[src/rtl/diff_drive_wheel_command_slew_assert.svh]
// ============================================================================
// diff_drive_wheel_command_slew assertion macros
// Concurrent assertion wrappers, empty when SYNTHESIS is defined.
// ============================================================================
`ifndef DIFF_DRIVE_WHEEL_COMMAND_SLEW_ASSERT_SVH
`define DIFF_DRIVE_WHEEL_COMMAND_SLEW_ASSERT_SVH
`ifndef SYNTHESIS
`define DDWCS_ASSERT(label, clk, rst_n, prop) \
    label: assert property (@(posedge clk) disable iff (!rst_n) prop) \
        else $error("ddwcs: assertion failed");
`define DDWCS_ASSERT_ALWAYS(label, clk, prop) \
    label: assert property (@(posedge clk) prop) \
        else $error("ddwcs: assertion failed");
`else
`define DDWCS_ASSERT(label, clk, rst_n, prop)
`define DDWCS_ASSERT_ALWAYS(label, clk, prop)
`endif
`endif

[src/rtl/ddwcs_pkg.sv]
// ============================================================================
// ddwcs_pkg
// Widths, constants, codes and types of the wheel command slew block.
// ============================================================================
`timescale 1ns / 1ps
`default_nettype none

package ddwcs_pkg;

    localparam int CFG_IDX_W  = 2;
    localparam int CFG_DATA_W = 24;

    localparam int HT_W  = 10;
    localparam int LIM_W = 21;
    localparam int ACC_W = 24;
    localparam int SB_W  = 17;

    localparam int IN_W  = 16;
    localparam int EL_W  = 20;
    localparam int CMD_W = 22;

    localparam int DZ_W   = HT_W + IN_W;
    localparam int TGT_W  = 28;
    localparam int MAG_W  = 27;
    localparam int GAP_W  = 24;
    localparam int GAPM_W = 23;

    localparam int MA_W   = 27;
    localparam int MB_W   = 25;
    localparam int PROD_W = MA_W + MB_W;
    localparam int QUO_W  = 25;
    localparam int DIV_W  = PROD_W - QUO_W;

    localparam int UM_PER_MM = 1000;
    localparam logic [DIV_W-1:0] US_PER_S = DIV_W'(1000000);

    localparam logic [HT_W-1:0]  HT_RST  = HT_W'(40);
    localparam logic [LIM_W-1:0] LIM_RST = LIM_W'(100000);
    localparam logic [ACC_W-1:0] ACC_RST = ACC_W'(1500000);
    localparam logic [SB_W-1:0]  SB_RST  = SB_W'(1000);

    typedef enum logic [CFG_IDX_W-1:0] {
        CFG_HALF_TRACK,
        CFG_MAX_SPEED,
        CFG_MAX_ACCEL,
        CFG_STOP_BAND
    } t_cfg_idx;

    typedef enum logic [3:0] {
        S_IDLE,
        S_DZ,
        S_TGT,
        S_CHK,
        S_MUL,
        S_DIVS,
        S_DIVW,
        S_GAP,
        S_SNAP,
        S_FIN
    } t_state;

    typedef enum logic [2:0] {
        OP_SL,
        OP_SR,
        OP_FULL,
        OP_GL,
        OP_GR
    } t_op;

    typedef struct packed {
        logic busy;
        logic done;
    } t_div_stat;

endpackage

`default_nettype wire

[src/rtl/ddwcs_in_if.sv]
// ============================================================================
// ddwcs_in_if
// Body command channel: valid/ready with speed, turn rate and elapsed time.
// ============================================================================
`timescale 1ns / 1ps
`default_nettype none

interface ddwcs_in_if;
    import ddwcs_pkg::*;

    logic                   valid;
    logic                   ready;
    logic signed [IN_W-1:0] forward_speed;
    logic signed [IN_W-1:0] turn_rate;
    logic [EL_W-1:0]        elapsed_us;

    modport source (output valid, forward_speed, turn_rate, elapsed_us, input ready);
    modport sink   (input valid, forward_speed, turn_rate, elapsed_us, output ready);
endinterface

`default_nettype wire

[src/rtl/ddwcs_out_if.sv]
// ============================================================================
// ddwcs_out_if
// Wheel command channel: valid/ready with left and right commands.
// ============================================================================
`timescale 1ns / 1ps
`default_nettype none

interface ddwcs_out_if;
    import ddwcs_pkg::*;

    logic                    valid;
    logic                    ready;
    logic signed [CMD_W-1:0] left_command;
    logic signed [CMD_W-1:0] right_command;

    modport source (output valid, left_command, right_command, input ready);
    modport sink   (input valid, left_command, right_command, output ready);
endinterface

`default_nettype wire

[src/rtl/diff_drive_wheel_command_slew.sv]
// ============================================================================
// diff_drive_wheel_command_slew
// Turns a body command (forward speed, turn rate, elapsed time) into slew
// limited left and right wheel speed commands in um/s.
// i_in carries one command item; o_out returns one wheel command item for it.
// Config writes (i_cfg_we, i_cfg_idx, i_cfg_data) take effect at once; the user
// must make them only while no item is in flight, the block does not enforce it.
// One shared multiplier and one divider do the multiplies and divides under a
// sequencer; each pass runs through the S_MUL, S_DIVS and S_DIVW states.
// When both wheels sit on target the slew passes are skipped; targets over
// the speed limit add two scaling passes first.
// One item in flight: i_in.ready is high only when idle, so a new item is
// taken only after the sequencer has finished the last one.
// The finished result sits in an output register; a stalled receiver holds
// it there while the next item is processed, and the sequencer waits at the
// end only if the output register is still full.
// Reset clears both wheel commands to zero, restores register defaults
// and drops o_out.valid.
// ============================================================================
`timescale 1ns / 1ps
`default_nettype none

`include "diff_drive_wheel_command_slew_assert.svh"

module diff_drive_wheel_command_slew (
    input  wire logic                             i_clk,
    input  wire logic                             i_rst_n,
    ddwcs_in_if.sink                              i_in,
    ddwcs_out_if.source                           o_out,
    input  wire logic                             i_cfg_we,
    input  wire logic [ddwcs_pkg::CFG_IDX_W-1:0]  i_cfg_idx,
    input  wire logic [ddwcs_pkg::CFG_DATA_W-1:0] i_cfg_data
);
    import ddwcs_pkg::*;

    t_state r_state, n_state;
    t_op    r_op, n_op;

    logic [HT_W-1:0]  r_half_track;
    logic [LIM_W-1:0] r_max_speed;
    logic [ACC_W-1:0] r_max_accel;
    logic [SB_W-1:0]  r_stop_band;

    logic signed [IN_W-1:0]  r_x, r_z;
    logic [EL_W-1:0]         r_el;
    logic signed [TGT_W-1:0] r_tl, r_tr;
    logic [MAG_W-1:0]        r_m;
    logic signed [GAP_W-1:0] r_gl, r_gr;
    logic [GAPM_W-1:0]       r_maxgap;
    logic [QUO_W-1:0]        r_full;
    logic signed [CMD_W-1:0] r_lcmd, r_rcmd;
    logic signed [CMD_W-1:0] r_out_l, r_out_r;
    logic                    r_out_valid;

    logic                    w_out_load;
    logic [IN_W-1:0]         w_z_mag;
    logic signed [TGT_W-1:0] w_x_um, w_dz, w_tl, w_tr;
    logic signed [TGT_W-1:0] w_new_gl, w_new_gr, w_quo_s;
    logic [MAG_W-1:0]        w_ml, w_mr, w_lmag, w_rmag;
    logic [GAPM_W-1:0]       w_new_glm, w_new_grm, w_maxgap, w_glm, w_grm;
    logic                    w_scale;

    logic              w_mul_en;
    logic [MA_W-1:0]   w_mul_a;
    logic [MB_W-1:0]   w_mul_b;
    logic [PROD_W-1:0] w_prod;
    logic              w_div_start;
    logic [DIV_W-1:0]  w_divisor;
    logic [QUO_W-1:0]  w_quo;
    t_div_stat         w_div_stat;

    function automatic logic [MAG_W-1:0] f_mag(input logic signed [TGT_W-1:0] v);
        logic signed [TGT_W-1:0] a;
        a = v[TGT_W-1] ? -v : v;
        return a[MAG_W-1:0];
    endfunction

    function automatic logic signed [CMD_W-1:0] f_slew(
        input logic signed [CMD_W-1:0] cmd,
        input logic signed [TGT_W-1:0] tgt,
        input logic signed [GAP_W-1:0] gap,
        input logic [QUO_W-1:0]        q
    );
        logic [MAG_W-1:0]        gm;
        logic signed [TGT_W-1:0] stp;
        logic signed [TGT_W-1:0] nxt;
        gm  = f_mag(TGT_W'(gap));
        stp = gap[GAP_W-1] ? -$signed(TGT_W'(q)) : $signed(TGT_W'(q));
        if (TGT_W'(gm) >= TGT_W'(q)) begin
            nxt = TGT_W'(cmd) + stp;
        end else begin
            nxt = tgt;
        end
        return nxt[CMD_W-1:0];
    endfunction

    ddwcs_mul u_mul (
        .i_clk  (i_clk),
        .i_en   (w_mul_en),
        .i_a    (w_mul_a),
        .i_b    (w_mul_b),
        .o_prod (w_prod)
    );

    ddwcs_div u_div (
        .i_clk      (i_clk),
        .i_rst_n    (i_rst_n),
        .i_start    (w_div_start),
        .i_dividend (w_prod),
        .i_divisor  (w_divisor),
        .o_quotient (w_quo),
        .o_stat     (w_div_stat)
    );

    // target forming and gap datapath
    always_comb begin
        w_z_mag   = r_z[IN_W-1] ? (~$unsigned(r_z) + 1'b1) : $unsigned(r_z);
        w_x_um    = TGT_W'(r_x) * $signed(TGT_W'(UM_PER_MM));
        w_dz      = r_z[IN_W-1] ? -$signed(TGT_W'(w_prod[DZ_W-1:0]))
                                :  $signed(TGT_W'(w_prod[DZ_W-1:0]));
        w_tl      = w_x_um - w_dz;
        w_tr      = -(w_x_um + w_dz);
        w_ml      = f_mag(r_tl);
        w_mr      = f_mag(r_tr);
        w_scale   = (w_ml > MAG_W'(r_max_speed)) || (w_mr > MAG_W'(r_max_speed));
        w_new_gl  = r_tl - TGT_W'(r_lcmd);
        w_new_gr  = r_tr - TGT_W'(r_rcmd);
        w_new_glm = GAPM_W'(f_mag(w_new_gl));
        w_new_grm = GAPM_W'(f_mag(w_new_gr));
        w_maxgap  = (w_new_glm > w_new_grm) ? w_new_glm : w_new_grm;
        w_glm     = GAPM_W'(f_mag(TGT_W'(r_gl)));
        w_grm     = GAPM_W'(f_mag(TGT_W'(r_gr)));
        w_quo_s   = $signed(TGT_W'(w_quo));
        w_lmag    = f_mag(TGT_W'(r_lcmd));
        w_rmag    = f_mag(TGT_W'(r_rcmd));
    end

    // sequencer
    always_comb begin
        n_state     = r_state;
        n_op        = r_op;
        w_mul_en    = 1'b0;
        w_div_start = 1'b0;
        w_out_load  = 1'b0;
        case (r_op)
            OP_SL: begin
                w_mul_a   = w_ml;
                w_mul_b   = MB_W'(r_max_speed);
                w_divisor = r_m;
            end
            OP_SR: begin
                w_mul_a   = w_mr;
                w_mul_b   = MB_W'(r_max_speed);
                w_divisor = r_m;
            end
            OP_FULL: begin
                w_mul_a   = MA_W'(r_max_accel);
                w_mul_b   = MB_W'(r_el);
                w_divisor = US_PER_S;
            end
            OP_GL: begin
                w_mul_a   = MA_W'(w_glm);
                w_mul_b   = r_full;
                w_divisor = DIV_W'(r_maxgap);
            end
            OP_GR: begin
                w_mul_a   = MA_W'(w_grm);
                w_mul_b   = r_full;
                w_divisor = DIV_W'(r_maxgap);
            end
            default: begin
                w_mul_a   = '0;
                w_mul_b   = '0;
                w_divisor = US_PER_S;
            end
        endcase
        case (r_state)
            S_IDLE: begin
                if (i_in.valid) begin
                    n_state = S_DZ;
                end
            end
            S_DZ: begin
                w_mul_en = 1'b1;
                w_mul_a  = MA_W'(r_half_track);
                w_mul_b  = MB_W'(w_z_mag);
                n_state  = S_TGT;
            end
            S_TGT: begin
                n_state = S_CHK;
            end
            S_CHK: begin
                if (w_scale) begin
                    n_op    = OP_SL;
                    n_state = S_MUL;
                end else begin
                    n_state = S_GAP;
                end
            end
            S_MUL: begin
                w_mul_en = 1'b1;
                n_state  = S_DIVS;
            end
            S_DIVS: begin
                w_div_start = 1'b1;
                n_state     = S_DIVW;
            end
            S_DIVW: begin
                if (w_div_stat.done) begin
                    case (r_op)
                        OP_SL: begin
                            n_op    = OP_SR;
                            n_state = S_MUL;
                        end
                        OP_SR: begin
                            n_state = S_GAP;
                        end
                        OP_FULL: begin
                            n_op    = OP_GL;
                            n_state = S_MUL;
                        end
                        OP_GL: begin
                            n_op    = OP_GR;
                            n_state = S_MUL;
                        end
                        OP_GR: begin
                            n_state = S_SNAP;
                        end
                        default: begin
                            n_state = S_IDLE;
                        end
                    endcase
                end
            end
            S_GAP: begin
                if (w_maxgap == '0) begin
                    n_state = S_SNAP;
                end else begin
                    n_op    = OP_FULL;
                    n_state = S_MUL;
                end
            end
            S_SNAP: begin
                n_state = S_FIN;
            end
            S_FIN: begin
                if (!r_out_valid || o_out.ready) begin
                    w_out_load = 1'b1;
                    n_state    = S_IDLE;
                end
            end
            default: begin
                n_state = S_IDLE;
            end
        endcase
    end

    always_ff @(posedge i_clk) begin
        if (!i_rst_n) begin
            r_state      <= S_IDLE;
            r_op         <= OP_SL;
            r_half_track <= HT_RST;
            r_max_speed  <= LIM_RST;
            r_max_accel  <= ACC_RST;
            r_stop_band  <= SB_RST;
        end else begin
            r_state <= n_state;
            r_op    <= n_op;
            if (i_cfg_we) begin
                case (i_cfg_idx)
                    CFG_HALF_TRACK: r_half_track <= i_cfg_data[HT_W-1:0];
                    CFG_MAX_SPEED:  r_max_speed  <= i_cfg_data[LIM_W-1:0];
                    CFG_MAX_ACCEL:  r_max_accel  <= i_cfg_data[ACC_W-1:0];
                    CFG_STOP_BAND:  r_stop_band  <= i_cfg_data[SB_W-1:0];
                    default: ;
                endcase
            end
        end
    end

    // wheel commands and output register
    always_ff @(posedge i_clk) begin
        if (!i_rst_n) begin
            r_lcmd      <= '0;
            r_rcmd      <= '0;
            r_out_valid <= 1'b0;
        end else begin
            if (r_state == S_DIVW && w_div_stat.done && r_op == OP_GL) begin
                r_lcmd <= f_slew(r_lcmd, r_tl, r_gl, w_quo);
            end
            if (r_state == S_DIVW && w_div_stat.done && r_op == OP_GR) begin
                r_rcmd <= f_slew(r_rcmd, r_tr, r_gr, w_quo);
            end
            if (r_state == S_SNAP) begin
                if (r_tl == '0 && w_lmag <= MAG_W'(r_stop_band)) begin
                    r_lcmd <= '0;
                end
                if (r_tr == '0 && w_rmag <= MAG_W'(r_stop_band)) begin
                    r_rcmd <= '0;
                end
            end
            if (w_out_load) begin
                r_out_valid <= 1'b1;
            end else if (o_out.ready) begin
                r_out_valid <= 1'b0;
            end
        end
    end

    always_ff @(posedge i_clk) begin
        case (r_state)
            S_IDLE: begin
                if (i_in.valid) begin
                    r_x  <= i_in.forward_speed;
                    r_z  <= i_in.turn_rate;
                    r_el <= i_in.elapsed_us;
                end
            end
            S_TGT: begin
                r_tl <= w_tl;
                r_tr <= w_tr;
            end
            S_CHK: begin
                r_m <= (w_ml > w_mr) ? w_ml : w_mr;
            end
            S_DIVW: begin
                if (w_div_stat.done) begin
                    case (r_op)
                        OP_SL:   r_tl   <= r_tl[TGT_W-1] ? -w_quo_s : w_quo_s;
                        OP_SR:   r_tr   <= r_tr[TGT_W-1] ? -w_quo_s : w_quo_s;
                        OP_FULL: r_full <= w_quo;
                        default: ;
                    endcase
                end
            end
            S_GAP: begin
                r_gl     <= w_new_gl[GAP_W-1:0];
                r_gr     <= w_new_gr[GAP_W-1:0];
                r_maxgap <= w_maxgap;
            end
            S_FIN: begin
                if (w_out_load) begin
                    r_out_l <= r_lcmd;
                    r_out_r <= r_rcmd;
                end
            end
            default: ;
        endcase
    end

    assign i_in.ready          = (r_state == S_IDLE);
    assign o_out.valid         = r_out_valid;
    assign o_out.left_command  = r_out_l;
    assign o_out.right_command = r_out_r;

    `DDWCS_ASSERT(a_div_start_idle, i_clk, i_rst_n, w_div_start |-> !w_div_stat.busy)
    `DDWCS_ASSERT(a_accept_busy, i_clk, i_rst_n, (i_in.valid && i_in.ready) |=> !i_in.ready)
    `DDWCS_ASSERT(a_snap_left, i_clk, i_rst_n, (r_state == S_FIN && r_tl == '0) |->
        (r_lcmd == '0 || w_lmag > MAG_W'(r_stop_band)))
    `DDWCS_ASSERT(a_load_valid, i_clk, i_rst_n, w_out_load |=> o_out.valid)
    `DDWCS_ASSERT_ALWAYS(a_reset_clears, i_clk, (!i_rst_n) |=> !o_out.valid)

endmodule

`default_nettype wire

[src/rtl/ddwcs_mul.sv]
// ============================================================================
// ddwcs_mul
// Shared unsigned multiplier with registered product.
// ============================================================================
`timescale 1ns / 1ps
`default_nettype none

module ddwcs_mul (
    input  wire logic                          i_clk,
    input  wire logic                          i_en,
    input  wire logic [ddwcs_pkg::MA_W-1:0]    i_a,
    input  wire logic [ddwcs_pkg::MB_W-1:0]    i_b,
    output logic      [ddwcs_pkg::PROD_W-1:0]  o_prod
);
    import ddwcs_pkg::*;

    logic [PROD_W-1:0] r_prod;

    always_ff @(posedge i_clk) begin
        if (i_en) begin
            r_prod <= i_a * i_b;
        end
    end

    assign o_prod = r_prod;

endmodule

`default_nettype wire

[src/rtl/ddwcs_div.sv]
// ============================================================================
// ddwcs_div
// Shared restoring divider, one quotient bit per cycle.
// ============================================================================
`timescale 1ns / 1ps
`default_nettype none

`include "diff_drive_wheel_command_slew_assert.svh"

module ddwcs_div (
    input  wire logic                          i_clk,
    input  wire logic                          i_rst_n,
    input  wire logic                          i_start,
    input  wire logic [ddwcs_pkg::PROD_W-1:0]  i_dividend,
    input  wire logic [ddwcs_pkg::DIV_W-1:0]   i_divisor,
    output logic      [ddwcs_pkg::QUO_W-1:0]   o_quotient,
    output ddwcs_pkg::t_div_stat               o_stat
);
    import ddwcs_pkg::*;

    localparam int CNT_W = $clog2(QUO_W + 1);

    logic [CNT_W-1:0] r_cnt, n_cnt;
    logic             r_done, n_done;
    logic [DIV_W-1:0] r_rem, n_rem;
    logic [DIV_W-1:0] r_dsr;
    logic [QUO_W-1:0] r_q, n_q;
    logic [DIV_W:0]   w_trial;
    logic [DIV_W:0]   w_diff;

    always_comb begin
        w_trial = {r_rem, r_q[QUO_W-1]};
        w_diff  = w_trial - {1'b0, r_dsr};
        n_cnt   = r_cnt;
        n_done  = 1'b0;
        n_rem   = r_rem;
        n_q     = r_q;
        if (i_start) begin
            n_cnt = CNT_W'(QUO_W);
            n_rem = i_dividend[PROD_W-1:QUO_W];
            n_q   = i_dividend[QUO_W-1:0];
        end else if (r_cnt != '0) begin
            n_cnt  = r_cnt - 1'b1;
            n_done = (r_cnt == CNT_W'(1));
            if (w_trial >= {1'b0, r_dsr}) begin
                n_rem = w_diff[DIV_W-1:0];
                n_q   = {r_q[QUO_W-2:0], 1'b1};
            end else begin
                n_rem = w_trial[DIV_W-1:0];
                n_q   = {r_q[QUO_W-2:0], 1'b0};
            end
        end
    end

    always_ff @(posedge i_clk) begin
        if (!i_rst_n) begin
            r_cnt  <= '0;
            r_done <= 1'b0;
        end else begin
            r_cnt  <= n_cnt;
            r_done <= n_done;
        end
    end

    always_ff @(posedge i_clk) begin
        r_rem <= n_rem;
        r_q   <= n_q;
        if (i_start) begin
            r_dsr <= i_divisor;
        end
    end

    assign o_quotient  = r_q;
    assign o_stat.busy = (r_cnt != '0);
    assign o_stat.done = r_done;

    `DDWCS_ASSERT(a_done_not_busy, i_clk, i_rst_n, r_done |-> r_cnt == '0)
    `DDWCS_ASSERT(a_start_busy, i_clk, i_rst_n, i_start |=> o_stat.busy)
    `DDWCS_ASSERT(a_done_single, i_clk, i_rst_n, r_done |=> !r_done)

endmodule

`default_nettype wire

[src/flat_wrapper.sv]
// flat-port wrapper written by rule: the top's interface ports become plain ports
module diff_drive_wheel_command_slew_flat import ddwcs_pkg::*;
  (i_clk, i_rst_n, i_cfg_we, i_cfg_idx, i_cfg_data, i_in_valid, i_in_forward_speed, i_in_turn_rate, i_in_elapsed_us, i_in_ready, o_out_valid, o_out_left_command, o_out_right_command, o_out_ready);
  ddwcs_in_if i_in_i ();
  ddwcs_out_if o_out_i ();
  input  wire logic i_clk;
  input  wire logic i_rst_n;
  input  wire logic i_cfg_we;
  input  wire logic [ddwcs_pkg::CFG_IDX_W-1:0] i_cfg_idx;
  input  wire logic [ddwcs_pkg::CFG_DATA_W-1:0] i_cfg_data;
  input wire logic [$bits(i_in_i.valid)-1:0] i_in_valid;
  input wire logic [$bits(i_in_i.forward_speed)-1:0] i_in_forward_speed;
  input wire logic [$bits(i_in_i.turn_rate)-1:0] i_in_turn_rate;
  input wire logic [$bits(i_in_i.elapsed_us)-1:0] i_in_elapsed_us;
  output wire logic [$bits(i_in_i.ready)-1:0] i_in_ready;
  output wire logic [$bits(o_out_i.valid)-1:0] o_out_valid;
  output wire logic [$bits(o_out_i.left_command)-1:0] o_out_left_command;
  output wire logic [$bits(o_out_i.right_command)-1:0] o_out_right_command;
  input wire logic [$bits(o_out_i.ready)-1:0] o_out_ready;
  assign i_in_i.valid = i_in_valid;
  assign i_in_i.forward_speed = i_in_forward_speed;
  assign i_in_i.turn_rate = i_in_turn_rate;
  assign i_in_i.elapsed_us = i_in_elapsed_us;
  assign i_in_ready = i_in_i.ready;
  assign o_out_valid = o_out_i.valid;
  assign o_out_left_command = o_out_i.left_command;
  assign o_out_right_command = o_out_i.right_command;
  assign o_out_i.ready = o_out_ready;
  diff_drive_wheel_command_slew u_core (.i_clk(i_clk), .i_rst_n(i_rst_n), .i_in(i_in_i), .o_out(o_out_i), .i_cfg_we(i_cfg_we), .i_cfg_idx(i_cfg_idx), .i_cfg_data(i_cfg_data));
endmodule
[config.mk]
export PLATFORM = sky130hd
export DESIGN_NAME = diff_drive_wheel_command_slew_flat
export DESIGN_NICKNAME = d
export VERILOG_FILES = /design/src/rtl/ddwcs_pkg.sv /design/src/rtl/ddwcs_in_if.sv /design/src/rtl/ddwcs_out_if.sv /design/src/rtl/diff_drive_wheel_command_slew.sv /design/src/rtl/ddwcs_mul.sv /design/src/rtl/ddwcs_div.sv /design/src/flat_wrapper.sv
export VERILOG_INCLUDE_DIRS = /design/src /design/src/rtl
export SDC_FILE = /design/constraint.sdc
export NUM_CORES = 2
export LEC_CHECK = 0
export BUFFER_PORTS_ARGS = -buffer_cell sky130_fd_sc_hd__buf_2
export CAP_MARGIN = 20
export CORE_AREA = 3 3 334 336
export DETAILED_ROUTE_END_ITERATION = 8
export DIE_AREA = 0 0 337 339
export PLACE_DENSITY = 0.87
export SYNTH_ARGS = -nofsm -noshare
export SYNTH_HDL_FRONTEND = slang
export SYNTH_SLANG_ARGS = --single-unit
[constraint.sdc]
create_clock -name i_clk -period 9.4 [get_ports i_clk]
set_input_delay 0.94 -clock i_clk [delete_from_list [all_inputs] [get_ports i_clk]]
set_output_delay 0.94 -clock i_clk [all_outputs]
set_load 0.1 [all_outputs]
==> summary.txt <==
Status
  – Status: complete, but fails checks
  – Failing checks: setup timing

Die
  – Rows: 121
  – Die H: 339 µm
  – Die area: 114000 µm²
  – I/O Pins: 129
  – Core area: 109000 µm²
  – Initial Utilization: 59.9%
  – Die Wd: 337 µm

Timing
  – Skew final: 56.7 ps
  – Worst setup margin: -466 ps
  – Final setup fails: 24
  – Slew @ Worst Pin: 1350 ps
  – Relative slew slack: 9.11%
  – Final min period: 9870 ps
  – Final period util: 105%
  – Max-slew violations: 0
  – Max Clk Rate: 101 MHz
  – Final Hold Viols: 0
  – RSZ-0062 raised after global routing: yes

Worst setup path
  – RR Startpoint: u_core.r_gr[3]$_DFFE_PP_
  – Critical Path Source Type: flop
  – CP max FO: 3
  – Crit-path most repeated cell: fa_1
  – Data required, critical path: 9840 ps
  – CP max stage delay: 570 ps
  – Worst setup EP type: flop
  – Crit-path slowest cell: fa_1
  – Crit path from: u_core.r_gr[3]$_DFFE_PP_
  – R2R cell count: 39
  – CP Class: reg2reg
  – Flop-to-flop setup slack: -470 ps
  – Crit path DAT: 10310 ps
  – Worst flop-to-flop path endpoint: u_core.u_mul.o_prod[41]$_DFFE_PP_
  – Worst setup path endpoint: u_core.u_mul.o_prod[41]$_DFFE_PP_

Yosys
  – Netlist Area Pre-Place: 65200 µm²
  – Synth Warn #: 0
  – Synth area leader: fa_1
  – Area share of the largest cell type after synthesis: 19.5%
  – Sequential share of the synthesized area: 22.7%
  – FF+latch count, synth: 536
  – Avg Cell Area, Syn: 8.87 µm²
  – Top cells by area, synth: fa_1 20%, edfxtp_1 19%, ha_1 12%
  – Count leader, synth: inv_1
  – Top cells by instance count after synthesis: 1029 x inv_1, 915 x nand2_1, 636 x fa_1, 635 x ha_1, 577 x nor2_1
  – Synth async-reset ratio: 0%
  – Cells after Synth: 7353
  – Synth cell types: 99
  – Primary FF master, synth: edfxtp_1
  – Number of synthesized flops with an enable pin: 406

Placement
  – I/O Buffers: 128
  – Dpl hpwl: 212000 µm
  – RD Place Congestion: 1.09
  – Placed Area: 71900 µm²

Drt
  – Via count: 59700
  – Via-to-Cell Ratio: 6.34
  – Initial DRC Count: 7942
  – Met2 routed wirelength: 105000 µm
  – Met3 Routed Length: 36400 µm
  – M1 WL: 100000 µm
  – DR pass1 iterations: 7
  – DRC Markers: 0
  – DR WL/cell: 27.3 µm
  – Final ANT Viol Nets: 0
  – Max layer used: met5
  – Drt total wl: 257000 µm

Clock tree
  – CTS max path bufs: 3
  – Clock Sink Count: 536
  – Clock slew at reported path FFs: 70 ps
  – Root buffer cell: clkbuf_16
  – CTS H-Tree Depth: 2
  – Number of CTS-inserted buffers: 61
  – Worst-Skew Late Latency: 710 ps
  – CTS tree: built

Final layout
  – Synth-to-layout area growth: 15.0%
  – Final instance area: 75000 µm²
  – Share of layout cells above drive strength 1: 14.7%
  – Nets: 9291
  – Final core occ: 68.9%

Global routing
  – Vias in the first global route: 58200
  – Initial antenna violation count: 13
  – First-pass GRT wire length: 376000 µm
  – GRT Overall Usage: 44.7%
  – Total gr overflow: 0
  – Largest net degree at the start of global routing: 71

Run
  – Max-cap violations: 0

Worst hold path
  – Min-delay worst type: in2reg
==> sequential cells by signal, summed over array words and instances, names as in the netlist, 10 cells and up <==
name and flops:
u_core.r_full 25, u_core.r_gr 24, u_core.r_x 16, u_core.o_out.left_command 22, u_core.r_rcmd 22, u_core.r_m 27
u_core.r_maxgap 23, u_core.u_div.o_quotient 25, u_core.r_lcmd 22, u_core.r_tl 28, u_core.r_stop_band 17, u_core.u_div.r_dsr 27
u_core.r_max_accel 24, u_core.u_mul.o_prod 52, u_core.u_div.r_rem 27, u_core.o_out.right_command 22, u_core.r_half_track 10, u_core.r_gl 24
u_core.r_tr 28, u_core.r_el 20, u_core.r_max_speed 21, u_core.r_z 16
==> cells in the final DEF, fill, tap and decap left out, types with 129 or more instances in the layout <==
cell type,instances
inv_1,1014
nand2_1,902
fa_1,633
ha_1,625
buf_4,618
nor2_1,561
edfxtp_1,406
a21oi_1,355
xnor2_1,322
o21ai_0,237
buf_2,129
==> per-layer routing <==
metal,global-route usage (%),vias up
met5,0,-
met2,63.8,3881
met4,20.7,10
li1,-,26000
met3,14.3,776
met1,61.8,29000
==> cells by family after synthesis <==
kind of cell | synth area share [%]
buffers and inverters | 7.61
flip-flops | 22.7
XOR/XNOR | 6.23
AND/OR/NAND/NOR | 15.5
adder cells (fa/ha/maj) | 31.7
AO/OA/AOI/OAI | 14.3
other | 0.0115
multiplexers | 1.94
==> per-stage QoR <==
step                worst slack, ps  hold slack [ps]  setup TNS, ps  std cells
floorplan                     -23.9              424          -23.9       7369
global placement               -738              450          -9510       9250
detailed placement             -779              460         -10760       9251
CTS                            -413              406          -4140       9390
global route                   -762              412         -12020       9403
finish                         -466              418          -5210       9410
==> worst min-delay path by stage <==
stage | start | to | slack, ps | depth (start not counted)
global placement | u_core.r_max_accel[14]$_SDFFE_PN1P_ | u_core.r_max_accel[14]$_SDFFE_PN1P_ | 450 | 2
finish | i_in_turn_rate[14] | u_core.r_z[14]$_DFFE_PP_ | 420 | 1
floorplan | u_core.u_div.o_quotient[10]$_DFFE_PP_ | u_core.r_full[10]$_DFFE_PP_ | 420 | 0
CTS | i_in_turn_rate[14] | u_core.r_z[14]$_DFFE_PP_ | 410 | 1
detailed placement | u_core.r_stop_band[14]$_SDFFE_PN0P_ | u_core.r_stop_band[14]$_SDFFE_PN0P_ | 460 | 2
global route | i_in_forward_speed[12] | u_core.r_x[12]$_DFFE_PP_ | 410 | 1
==> layout make-up <==
cell class	count	area (µm²)
Clock inverter	44	497
Multi-Input combinational cell	5515	46400
Sequential cell	536	14800
Inverter	1033	3880
Tap cell	1414	1770
Clock buffer	71	1610
Fill cell	8550	33900
Antenna cell	7	17.5
Timing Repair Buffer	790	5960
==> repair_timing <==
action	in CTS	in global routing
setup buffers	28	12
hold endpoints to repair	0	0
hold buffers	0	0
gates resized for setup	109	61
setup endpoints to repair	27	28
pin swaps	53	43
==> critical path, delay by kind of cell (launching register included) <==
family | cells | cell delay, ps
adder cells (fa/ha/maj) | 8 | 3790
AND/OR/NAND/NOR | 8 | 2210
AO/OA/AOI/OAI | 12 | 1930
buffers and inverters | 9 | 950
flip-flops | 1 | 400
XOR/XNOR | 2 | 290
Power is not shown: default switching activity piles up to over one toggle a cycle in this logic, so the estimate is an artifact.
